==> config.mk <==
export PLATFORM = sky130hd
export DESIGN_NAME = two_channel_touch_press_detector_top
export DESIGN_NICKNAME = d
export VERILOG_FILES = /design/src/tpd_pkg.sv /design/src/tpd_front.sv /design/src/tpd_queue.sv /design/src/tpd_back.sv /design/src/two_channel_touch_press_detector_top.sv
export SDC_FILE = /design/constraint.sdc
export NUM_CORES = 1
export LEC_CHECK = 0
export BUFFER_PORTS_ARGS = -buffer_cell sky130_fd_sc_hd__buf_4
export CELL_PAD_IN_SITES_DETAIL_PLACEMENT = 1
export CELL_PAD_IN_SITES_GLOBAL_PLACEMENT = 2
export CORE_AREA = 2 2 177 136
export CTS_BUF_LIST = sky130_fd_sc_hd__clkbuf_16
export DETAILED_ROUTE_END_ITERATION = 6
export DIE_AREA = 0 0 179 138
export GPL_ROUTABILITY_DRIVEN = 1
export PLACE_DENSITY = 0.88
export SYNTH_ARGS = -nofsm -noshare
export SYNTH_HDL_FRONTEND = slang
export SYNTH_SLANG_ARGS = --single-unit
==> constraint.sdc <==
create_clock -name clk -period 13.2 [get_ports clk]
set_clock_uncertainty 0.2 [all_clocks]
set_input_delay 2.64 -clock clk [delete_from_list [all_inputs] [get_ports clk]]
set_output_delay 2.64 -clock clk [all_outputs]
set_load 0.005 [all_outputs]
==> src/tpd_pkg.sv <==
// Shared types and constants for the two-channel touch press detector.
// No dependencies; imported by every module under src.
package tpd_pkg;

  localparam logic [1:0] OP_CAPTURE = 2'd0;
  localparam logic [1:0] OP_START   = 2'd1;
  localparam logic [1:0] OP_FINISH  = 2'd2;

  localparam logic [15:0] THRESHOLD_RESET = 16'd28;
  localparam logic [15:0] COUNT_MAX       = 16'hffff;

  localparam int QUEUE_DEPTH = 2;
  localparam int QPTR_W      = $clog2(QUEUE_DEPTH);
  localparam int QCNT_W      = $clog2(QUEUE_DEPTH + 1);

  typedef struct packed {
    logic [1:0]  operation;
    logic [15:0] capture_time;
  } in_item_t;

  typedef struct packed {
    logic        sensor;
    logic [15:0] press_length;
  } out_item_t;

  // Classified command handed from front to back
  typedef struct packed {
    logic [1:0]  operation;
    logic        ch;
    logic [15:0] period;
  } cmd_t;

  // Queue write side
  typedef struct packed {
    logic valid;
    cmd_t cmd;
  } cmd_wr_t;

  // Queue read side status
  typedef struct packed {
    logic valid;
    cmd_t cmd;
  } cmd_rd_t;

endpackage

==> src/tpd_front.sv <==
// Front end: accepts input items, tracks channel and previous capture,
// computes the period and classifies the item. Depends on tpd_pkg.
module tpd_front (
  input  logic              clk,
  input  logic              rst_n,
  input  logic              in_valid,
  input  tpd_pkg::in_item_t in_data,
  input  logic              q_full,
  output logic              in_stall,
  output tpd_pkg::cmd_wr_t  q_wr
);
  import tpd_pkg::*;

  logic        active_channel_r, active_channel_nxt;
  logic [15:0] prev_capture_r, prev_capture_nxt;
  logic        accept;

  assign in_stall = q_full;
  assign accept   = in_valid & ~q_full;

  always_comb begin
    active_channel_nxt = active_channel_r;
    prev_capture_nxt   = prev_capture_r;
    q_wr.valid         = 1'b0;
    q_wr.cmd.operation = in_data.operation;
    q_wr.cmd.ch        = ~active_channel_r;
    q_wr.cmd.period    = in_data.capture_time - prev_capture_r;
    if (accept) begin
      case (in_data.operation)
        OP_CAPTURE: begin
          active_channel_nxt = ~active_channel_r;
          prev_capture_nxt   = in_data.capture_time;
          q_wr.valid         = 1'b1;
        end
        OP_START: begin
          active_channel_nxt = 1'b0;
          q_wr.valid         = 1'b1;
        end
        OP_FINISH: begin
          q_wr.valid = 1'b1;
        end
        default: begin
          // unused code: dropped
        end
      endcase
    end
  end

  always_ff @(posedge clk) begin
    if (!rst_n) begin
      active_channel_r <= 1'b0;
      prev_capture_r   <= 16'd0;
    end else begin
      active_channel_r <= active_channel_nxt;
      prev_capture_r   <= prev_capture_nxt;
    end
  end

endmodule

==> src/tpd_queue.sv <==
// Short command queue between front and back ends.
// Depends on tpd_pkg for cmd_t and the depth constants.
module tpd_queue (
  input  logic             clk,
  input  logic             rst_n,
  input  tpd_pkg::cmd_wr_t wr,
  input  logic             rd_pop,
  output tpd_pkg::cmd_rd_t rd,
  output logic             full
);
  import tpd_pkg::*;

  cmd_t              slot_r [QUEUE_DEPTH];
  logic [QPTR_W-1:0] wr_ptr_r, wr_ptr_nxt;
  logic [QPTR_W-1:0] rd_ptr_r, rd_ptr_nxt;
  logic [QCNT_W-1:0] count_r, count_nxt;
  logic              push, pop;

  assign full     = (count_r == QCNT_W'(QUEUE_DEPTH));
  assign rd.valid = (count_r != '0);
  assign rd.cmd   = slot_r[rd_ptr_r];
  assign push     = wr.valid & ~full;
  assign pop      = rd_pop & rd.valid;

  always_comb begin
    wr_ptr_nxt = wr_ptr_r;
    rd_ptr_nxt = rd_ptr_r;
    count_nxt  = count_r;
    if (push) begin
      wr_ptr_nxt = (wr_ptr_r == QPTR_W'(QUEUE_DEPTH - 1)) ? '0 : wr_ptr_r + 1'b1;
    end
    if (pop) begin
      rd_ptr_nxt = (rd_ptr_r == QPTR_W'(QUEUE_DEPTH - 1)) ? '0 : rd_ptr_r + 1'b1;
    end
    if (push && !pop) begin
      count_nxt = count_r + 1'b1;
    end else if (pop && !push) begin
      count_nxt = count_r - 1'b1;
    end
  end

  always_ff @(posedge clk) begin
    if (push) begin
      slot_r[wr_ptr_r] <= wr.cmd;
    end
  end

  always_ff @(posedge clk) begin
    if (!rst_n) begin
      wr_ptr_r <= '0;
      rd_ptr_r <= '0;
      count_r  <= '0;
    end else begin
      wr_ptr_r <= wr_ptr_nxt;
      rd_ptr_r <= rd_ptr_nxt;
      count_r  <= count_nxt;
    end
  end

endmodule

==> src/tpd_back.sv <==
// Back end: baselines, press counters, calibration flag, threshold
// register and the result register. Depends on tpd_pkg.
module tpd_back (
  input  logic               clk,
  input  logic               rst_n,
  input  tpd_pkg::cmd_rd_t   q_rd,
  output logic               q_pop,
  input  logic               cfg_valid,
  output logic               cfg_ready,
  input  logic [15:0]        cfg_data,
  output logic               out_valid,
  input  logic               out_stall,
  output tpd_pkg::out_item_t out_data
);
  import tpd_pkg::*;

  logic [15:0] threshold_r, threshold_nxt;
  logic [15:0] baseline_r [2];
  logic [15:0] baseline_nxt [2];
  logic [15:0] count_r [2];
  logic [15:0] count_nxt [2];
  logic        calib_r, calib_nxt;
  logic        out_valid_r, out_valid_nxt;
  out_item_t   out_data_r, out_data_nxt;
  logic        ch;
  logic [15:0] cur_base, cur_count;

  assign cfg_ready = 1'b1;
  assign out_valid = out_valid_r;
  assign out_data  = out_data_r;

  // Pop whenever the result register is free or being drained
  assign q_pop     = q_rd.valid & (~out_valid_r | ~out_stall);
  assign ch        = q_rd.cmd.ch;
  assign cur_base  = baseline_r[ch];
  assign cur_count = count_r[ch];

  always_comb begin
    threshold_nxt   = (cfg_valid) ? cfg_data : threshold_r;
    baseline_nxt[0] = baseline_r[0];
    baseline_nxt[1] = baseline_r[1];
    count_nxt[0]    = count_r[0];
    count_nxt[1]    = count_r[1];
    calib_nxt       = calib_r;
    out_data_nxt    = out_data_r;
    out_valid_nxt   = out_valid_r & out_stall;
    if (q_pop) begin
      case (q_rd.cmd.operation)
        OP_CAPTURE: begin
          if (q_rd.cmd.period < cur_base) begin
            if (calib_r) begin
              baseline_nxt[ch] = q_rd.cmd.period;
            end else if (cur_count != COUNT_MAX) begin
              count_nxt[ch] = cur_count + 16'd1;
            end
          end else begin
            out_valid_nxt             = 1'b1;
            out_data_nxt.sensor       = ch;
            out_data_nxt.press_length = cur_count;
            count_nxt[ch]             = 16'd0;
          end
        end
        OP_START: begin
          baseline_nxt[0] = COUNT_MAX;
          baseline_nxt[1] = COUNT_MAX;
          calib_nxt       = 1'b1;
        end
        OP_FINISH: begin
          baseline_nxt[0] = baseline_r[0] - threshold_r;
          baseline_nxt[1] = baseline_r[1] - threshold_r;
          calib_nxt       = 1'b0;
        end
        default: begin
        end
      endcase
    end
  end

  always_ff @(posedge clk) begin
    out_data_r <= out_data_nxt;
  end

  always_ff @(posedge clk) begin
    if (!rst_n) begin
      threshold_r   <= THRESHOLD_RESET;
      baseline_r[0] <= COUNT_MAX;
      baseline_r[1] <= COUNT_MAX;
      count_r[0]    <= 16'd0;
      count_r[1]    <= 16'd0;
      calib_r       <= 1'b0;
      out_valid_r   <= 1'b0;
    end else begin
      threshold_r   <= threshold_nxt;
      baseline_r[0] <= baseline_nxt[0];
      baseline_r[1] <= baseline_nxt[1];
      count_r[0]    <= count_nxt[0];
      count_r[1]    <= count_nxt[1];
      calib_r       <= calib_nxt;
      out_valid_r   <= out_valid_nxt;
    end
  end

endmodule

==> src/two_channel_touch_press_detector_top.sv <==
// Two-channel touch press detector, top level.
// A result passes through the command queue and then the result register after its capture is accepted.
// Throughput: one item per cycle; the input stalls only while the two-entry
// queue is full, which happens once a waiting result blocks the queue and it fills up.
// Reset (rst_n, synchronous, active low): channel 0, previous capture 0,
// baselines 0xffff, press counts 0, calibration off, threshold 28.
module two_channel_touch_press_detector_top (
  input  logic               clk,
  input  logic               rst_n,
  // input channel
  input  logic               in_valid,
  output logic               in_stall,
  input  tpd_pkg::in_item_t  in_data,
  // result channel
  output logic               out_valid,
  input  logic               out_stall,
  output tpd_pkg::out_item_t out_data,
  // threshold write port
  input  logic               cfg_valid,
  output logic               cfg_ready,
  input  logic [15:0]        cfg_data
);
  import tpd_pkg::*;

  cmd_wr_t q_wr;
  cmd_rd_t q_rd;
  logic    q_full;
  logic    q_pop;

  // Front: flips the channel, takes the period since the last capture,
  // and drops unused operation codes before they reach the queue.
  tpd_front u_front (
    .clk      (clk),
    .rst_n    (rst_n),
    .in_valid (in_valid),
    .in_data  (in_data),
    .q_full   (q_full),
    .in_stall (in_stall),
    .q_wr     (q_wr)
  );

  // Queue decouples front from back so each can stall on its own.
  tpd_queue u_queue (
    .clk    (clk),
    .rst_n  (rst_n),
    .wr     (q_wr),
    .rd_pop (q_pop),
    .rd     (q_rd),
    .full   (q_full)
  );

  // Back: compares period against baseline, calibrates or counts,
  // and issues release transfers from a registered output.
  tpd_back u_back (
    .clk       (clk),
    .rst_n     (rst_n),
    .q_rd      (q_rd),
    .q_pop     (q_pop),
    .cfg_valid (cfg_valid),
    .cfg_ready (cfg_ready),
    .cfg_data  (cfg_data),
    .out_valid (out_valid),
    .out_stall (out_stall),
    .out_data  (out_data)
  );

endmodule

# Yosys cells after proc, flatten, opt, wreduce, memory -nomap -nowiden
# Memory sizes are Yosys's and may differ from the RTL's. A register that Yosys moved wholly into a read port is not among the register bits.
# Index checks and enable logic that the tools add are counted.
[word_totals] register_bits=56 ramBits=102 input_bits=39 output_inout_bits=20 wordCells=98 n_memories=3
[classes] addsub=8 order_cmp=3 eq_ne=6 n_mux=34 n_bitwise=18 reduce_logical=16
[mem_list] name="u_queue.slot_r" words=2 width=19 read_ports=1 rd_ports_with_merged_regs=1 write_ports=1 line="tpd_queue.sv:13" text="cmd_t slot_r [QUEUE_DEPTH];"
[mem_list] name="u_back.baseline_r" words=2 width=16 read_ports=3 rd_ports_with_merged_regs=0 write_ports=2 line="tpd_back.sv:18" text="logic [15:0] baseline_r [2];"
[mem_list] name="u_back.count_r" words=2 width=16 read_ports=3 rd_ports_with_merged_regs=0 write_ports=2 line="tpd_back.sv:20" text="logic [15:0] count_r [2];"
[ops] cell="$mux 32" count=8
[ops] cell="$pmux 32 s3" count=1
[ops] cell="$mux 16" count=5
[ops] cell="$bwmux 32" count=2
[ops] cell="$sub 16x16->16" count=3
[ops] cell="$and 32x32->32" count=1
[ops] cell="$not 32->32" count=1
[ops] cell="$add 16x1->16 const B" count=1
[ops] cell="$demux 16 s1" count=1
[ops] cell="$lt 16x16->1" count=1
[ops] cell="$ne 16x16->1 const B" count=1
[ops] cell="$mux 1" count=13
[ops] cell="$reduce_bool 2->1" count=4
[ops] cell="$eq 2x2->1 const B" count=3
[ops] cell="$reduce_and 2->1" count=3
[ops] cell="$and 1x1->1" count=5
[ops] cell="$not 1->1" count=5
[ops] cell="$or 1x1->1" count=5
[ops] cell="$eq 2x1->1 const B" count=2
[ops] cell="$logic_not 2->1" count=2
[ops] cell="$mux 2" count=2
[ops] cell="$pmux 1 s2" count=2
[ops] cell="$logic_and 1x1->1" count=3
[ops] cell="$reduce_and 3->1" count=1
[ops] cell="other kinds (8)" count=10

# Logic depth before layout (Yosys ltp)
[depth] word_depth=12 ltp_mapped=20 mapped_depth_nobuf=14

# Hierarchy
# A second synthesis with hierarchy kept.
[unflattened] hier_cells=1001 area_unflattened_um2=9656.8
[by_module_without_submodules] mod="tpd_back" instances=1 cells_each=713 area_each_um2=6541.3 seq_area_each_um2=2152.1
[by_module_without_submodules] mod="tpd_queue" instances=1 cells_each=84 area_each_um2=1604.0 seq_area_each_um2=1241.2
[by_module_without_submodules] mod="tpd_front" instances=1 cells_each=204 area_each_um2=1511.4 seq_area_each_um2=340.3

# Least setup slack after synthesis
# No wires, ideal clock.
[synth_path] path_type="in2reg" startpoint="in in_data[1] (netlist bit)" endpoint="mem u_queue.slot_r[0][15] (netlist bit), data pin" setup_time_ps=264 arrival_ps=4825 required_ps=12736 path_slack_ps=7912 cell_stages=10 path_buffers=0 path_cell_list="ha_1 -> nor2b_1 -> o21a_1 -> o21ai_1 -> a211oi_1 -> a2111oi_0 -> nor4_1 -> a2111oi_1 -> a21oi_1 -> xnor2_1"
[synth_rtl] item="start: declaration" line="two_channel_touch_press_detector_top.sv:13" text="input tpd_pkg::in_item_t in_data,"
[synth_rtl] item="end: declaration" line="tpd_queue.sv:13"

==> results.toml <==
[worst_hold_path]
worstHoldPathCells = 2
worstHoldPathType = "flop to flop"
hold_start = "u_front.prev_capture_r[9]"

[worst_setup_path]
cp.required_ns = 13.19
crit_path_end_kind = "flop"
crit_cells = 11
timing_worst_setup_path_type = "input port to flop"
crit_chain = "buf_4, ha_1, nor2b_1, o21a_1, o21ai_1, a211oi_1, a2111oi_0, nor4_1, a2111oi_1, a21oi_1, xnor2_1"
startpoint = "in_data[1]"
critPathMaxFanout = 3
path_buf_inv = 1
critPathMaxStageDelay_ns = 0.73
path_delay_family = "compound AO/OA/AOI/OAI gates"
crit_path_top_delay_cell = "a2111oi_0"
cp.arrival_ns = 5.51
worst_setup_path_start_kind = "input port"
rr_worst_depth = 15

[global_route]
grt_max_degree = 59
antenna_found_initial = 0
overflow = 0
grt_usage_pct = 21.2
grt_pass1_vias = 7860
grt_pass1_wl_mm = 41.1

[synthesis]
yosysWarnings = 0
synthMuxAreaShare_pct = 6.76
synth_sequential_area_ratio_pct = 40.4
synth.avg_cell_area_um2 = 8.90
synth_xor_area_share_pct = 4.35
ys_types = 66
synth_fa_ha_area_share_pct = 9.44
syn_nets = 1147
synth-compound-area-share_pct = 16.9
yosysTopAreaCell = "dfxtp_1"
synth_cells = 1040
synth-edff-count = 55
yosys.area_share.simple_pct = 16.7
synth_area_leaders = "dfxtp_1 23%, edfxtp_1 18%, ha_1 8.8%"
synth_top_family_by_area = "compound AO/OA/AOI/OAI gates"
async_flop_share_pct = 0
synth_area_mm2 = 0.00925
synth_top_area_share_pct = 22.5
synth-seq-cells = 159
synthFlopType = "dfxtp_1"

[cts]
clk_pin_slew_worst_paths_ns = 0.07
clock-sinks = 159
clk_latency_ns = 0.45
h-tree-depth = 4
cts_made_buffers = 17
ctsHoldBuffers = 0
clock-root-buffer = "clkbuf_16"
cts_resized = 0
cts_tree = "done"
cts_buffer_depth = 2
post_cts_buffers = 0

[placement]
place_inst = 1363
place.port_buffers = 57
place_congestion = 0.863
dp_hpwl_mm = 17.9
place_area_mm2 = 0.00991
pre_cts_ws_ns = 7.28

[timing]
setup_tns_ns = 0
max_freq_ghz = 0.181
drv_slew = 0
tightest_slew_ns = 1.11
setup_viol = 0
post-route-min-period_ns = 5.52
rsz0062_at_grt = "no"
finalHoldViolations = 0
fin_crit_sh_pct = 41.9
max-slew-margin-rel_pct = 25.4
final.setup.worst_slack_ns = 7.68

[detailed_routing]
postRouteAntennaNets = 0
vias = 7664
wl_mm = 25.1
firstDrtPassIters = 5
drc = 0
drt_iter0_markers = 455
wl_per_cell_um = 18.0
viasPerCell = 5.49

[status]
status = "complete, no violations"

[layout]
layout-drive-gt1-share_pct = 11.0
nFillCells = 2759
mostFrequentLayoutCells = "130 x nand2_1, 104 x dfxtp_1, 74 x nor2_1"
ff_latch_area_mm2 = 0.00373
syn2layout_area_growth_pct = 13.4
multi_input_area_mm2 = 0.00503
finalInstanceArea_mm2 = 0.0105
final_cell_count_no_fill = 1395
final_common_cell = "nand2_1"
final_util_pct = 45.2
antennaDiodeCount = 0
nets = 1183

[floorplanning]
row_count = 49
ios = 59
die-area_mm2 = 0.0247
die_w_um = 179
initial_core_util_pct = 39.8
die_h_um = 138
fp.coreArea_mm2 = 0.0232

[power_and_ir_drop]
p_leak_nw = 4.21
p_sw_uw = 773
power_frac_seq_pct = 32.8
swShare_pct = 39.7
clockPowerShare_pct = 26.1
peakVddDrop_uv = 110
powerDensity_mw_per_mm2 = 186
p_int_mw = 1.17
power_frac_comb_pct = 41.1

[job]
drv_cap = 0
==> metal layers <==
layer / GRT usage, % / vias to the layer above / routed length [µm]
met1: 31.8 / 3738 / 13200
met2: 31.1 / 143 / 10600
li1: - / 3759 / -
met5: 0 / - / 0
met3: 3.77 / 24 / 1060
met4: 5.65 / 0 / 295
==> cell families (layout without fill, tap and decap cells) <==
kind of cell             Yosys count  count (layout)
XOR/XNOR                          46              46
other                              1               1
multiplexers                      61              61
adder cells (fa/ha/maj)           68              68
AND/OR/NAND/NOR                  340             340
flip-flops                       159             159
AO/OA/AOI/OAI                    244             244
buffers and inverters            121             170
==> path summary, 6_finish.rpt <==
path                                                  end  slack, ns
worst min register to register  u_front.prev_capture_r[9]       0.26
worst max-delay path                u_queue.slot_r[0][15]       7.68
worst min-delay path            u_front.prev_capture_r[9]       0.26
worst max register to register      u_back.count_r[0][11]       8.45
==> registers in the layout, indices dropped and copies added, names as in the netlist, named ones only <==
register                  count
u_back.baseline_r            32
u_back.calib_r                1
u_back.count_r               32
u_back.out_data              17
u_back.out_valid              1
u_back.threshold_r           16
u_front.active_channel_r      1
u_front.prev_capture_r       16
u_queue.count_r               2
u_queue.rd_ptr_r              1
u_queue.slot_r               38
u_queue.wr_ptr_r              1
==> Yosys cell counts, drive strengths merged, types with 12 or more instances <==
master  instances
nand2         130
dfxtp         104
nor2           74
inv            73
a21oi          71
o21ai          71
ha             65
edfxtp         55
mux2i          52
nand3          40
xnor2          34
clkbuf         28
nor3           25
buf            20
nor2b          14
o21a           12
xor2           12
==> power groups by stage <==
stage	Sequential, mW	Combinational, mW	Clock [mW]
floorplan	0.627	0.593	0
global placement	0.646	0.759	0
detailed placement	0.649	0.783	0
CTS	0.638	0.793	0.517
global route	0.648	0.894	0.532
finish	0.640	0.800	0.508
==> per-stage QoR <==
step / hold slack (ns) / power [mW]
6_report: 0.255 / 1.95
5_1_grt: 0.282 / 2.08
4_1_cts: 0.259 / 1.95
3_5_place_dp: 0.251 / 1.43
3_3_place_gp: 0.241 / 1.40
2_1_floorplan: 0.233 / 1.22
==> area by class of cell <==
cell class / count / area share, %
clock inverter: 15 / 1.54
multi-input combinational: 760 / 47.9
clock buffer: 17 / 4.05
timing repair buffer: 65 / 4.65
sequential: 159 / 35.6
tap: 306 / 3.65
inverter: 73 / 2.61
==> worst reg2reg max path: stages (launching register included) <==
cell and delay (ns):
dfxtp_1 0.40, mux2i_4 0.24, buf_4 0.58, inv_1 0.38
nor2_1 0.17, a21oi_1 0.06, ha_1 0.21, a211oi_1 0.17
nand2_1 0.07, o2111ai_1 0.24, a21oi_1 0.13, or2_1 0.36
o211ai_2 0.92, and2_1 0.32, o21ai_0 0.12, o31ai_1 0.08
Note: power is estimated with default switching activity, not from simulation.
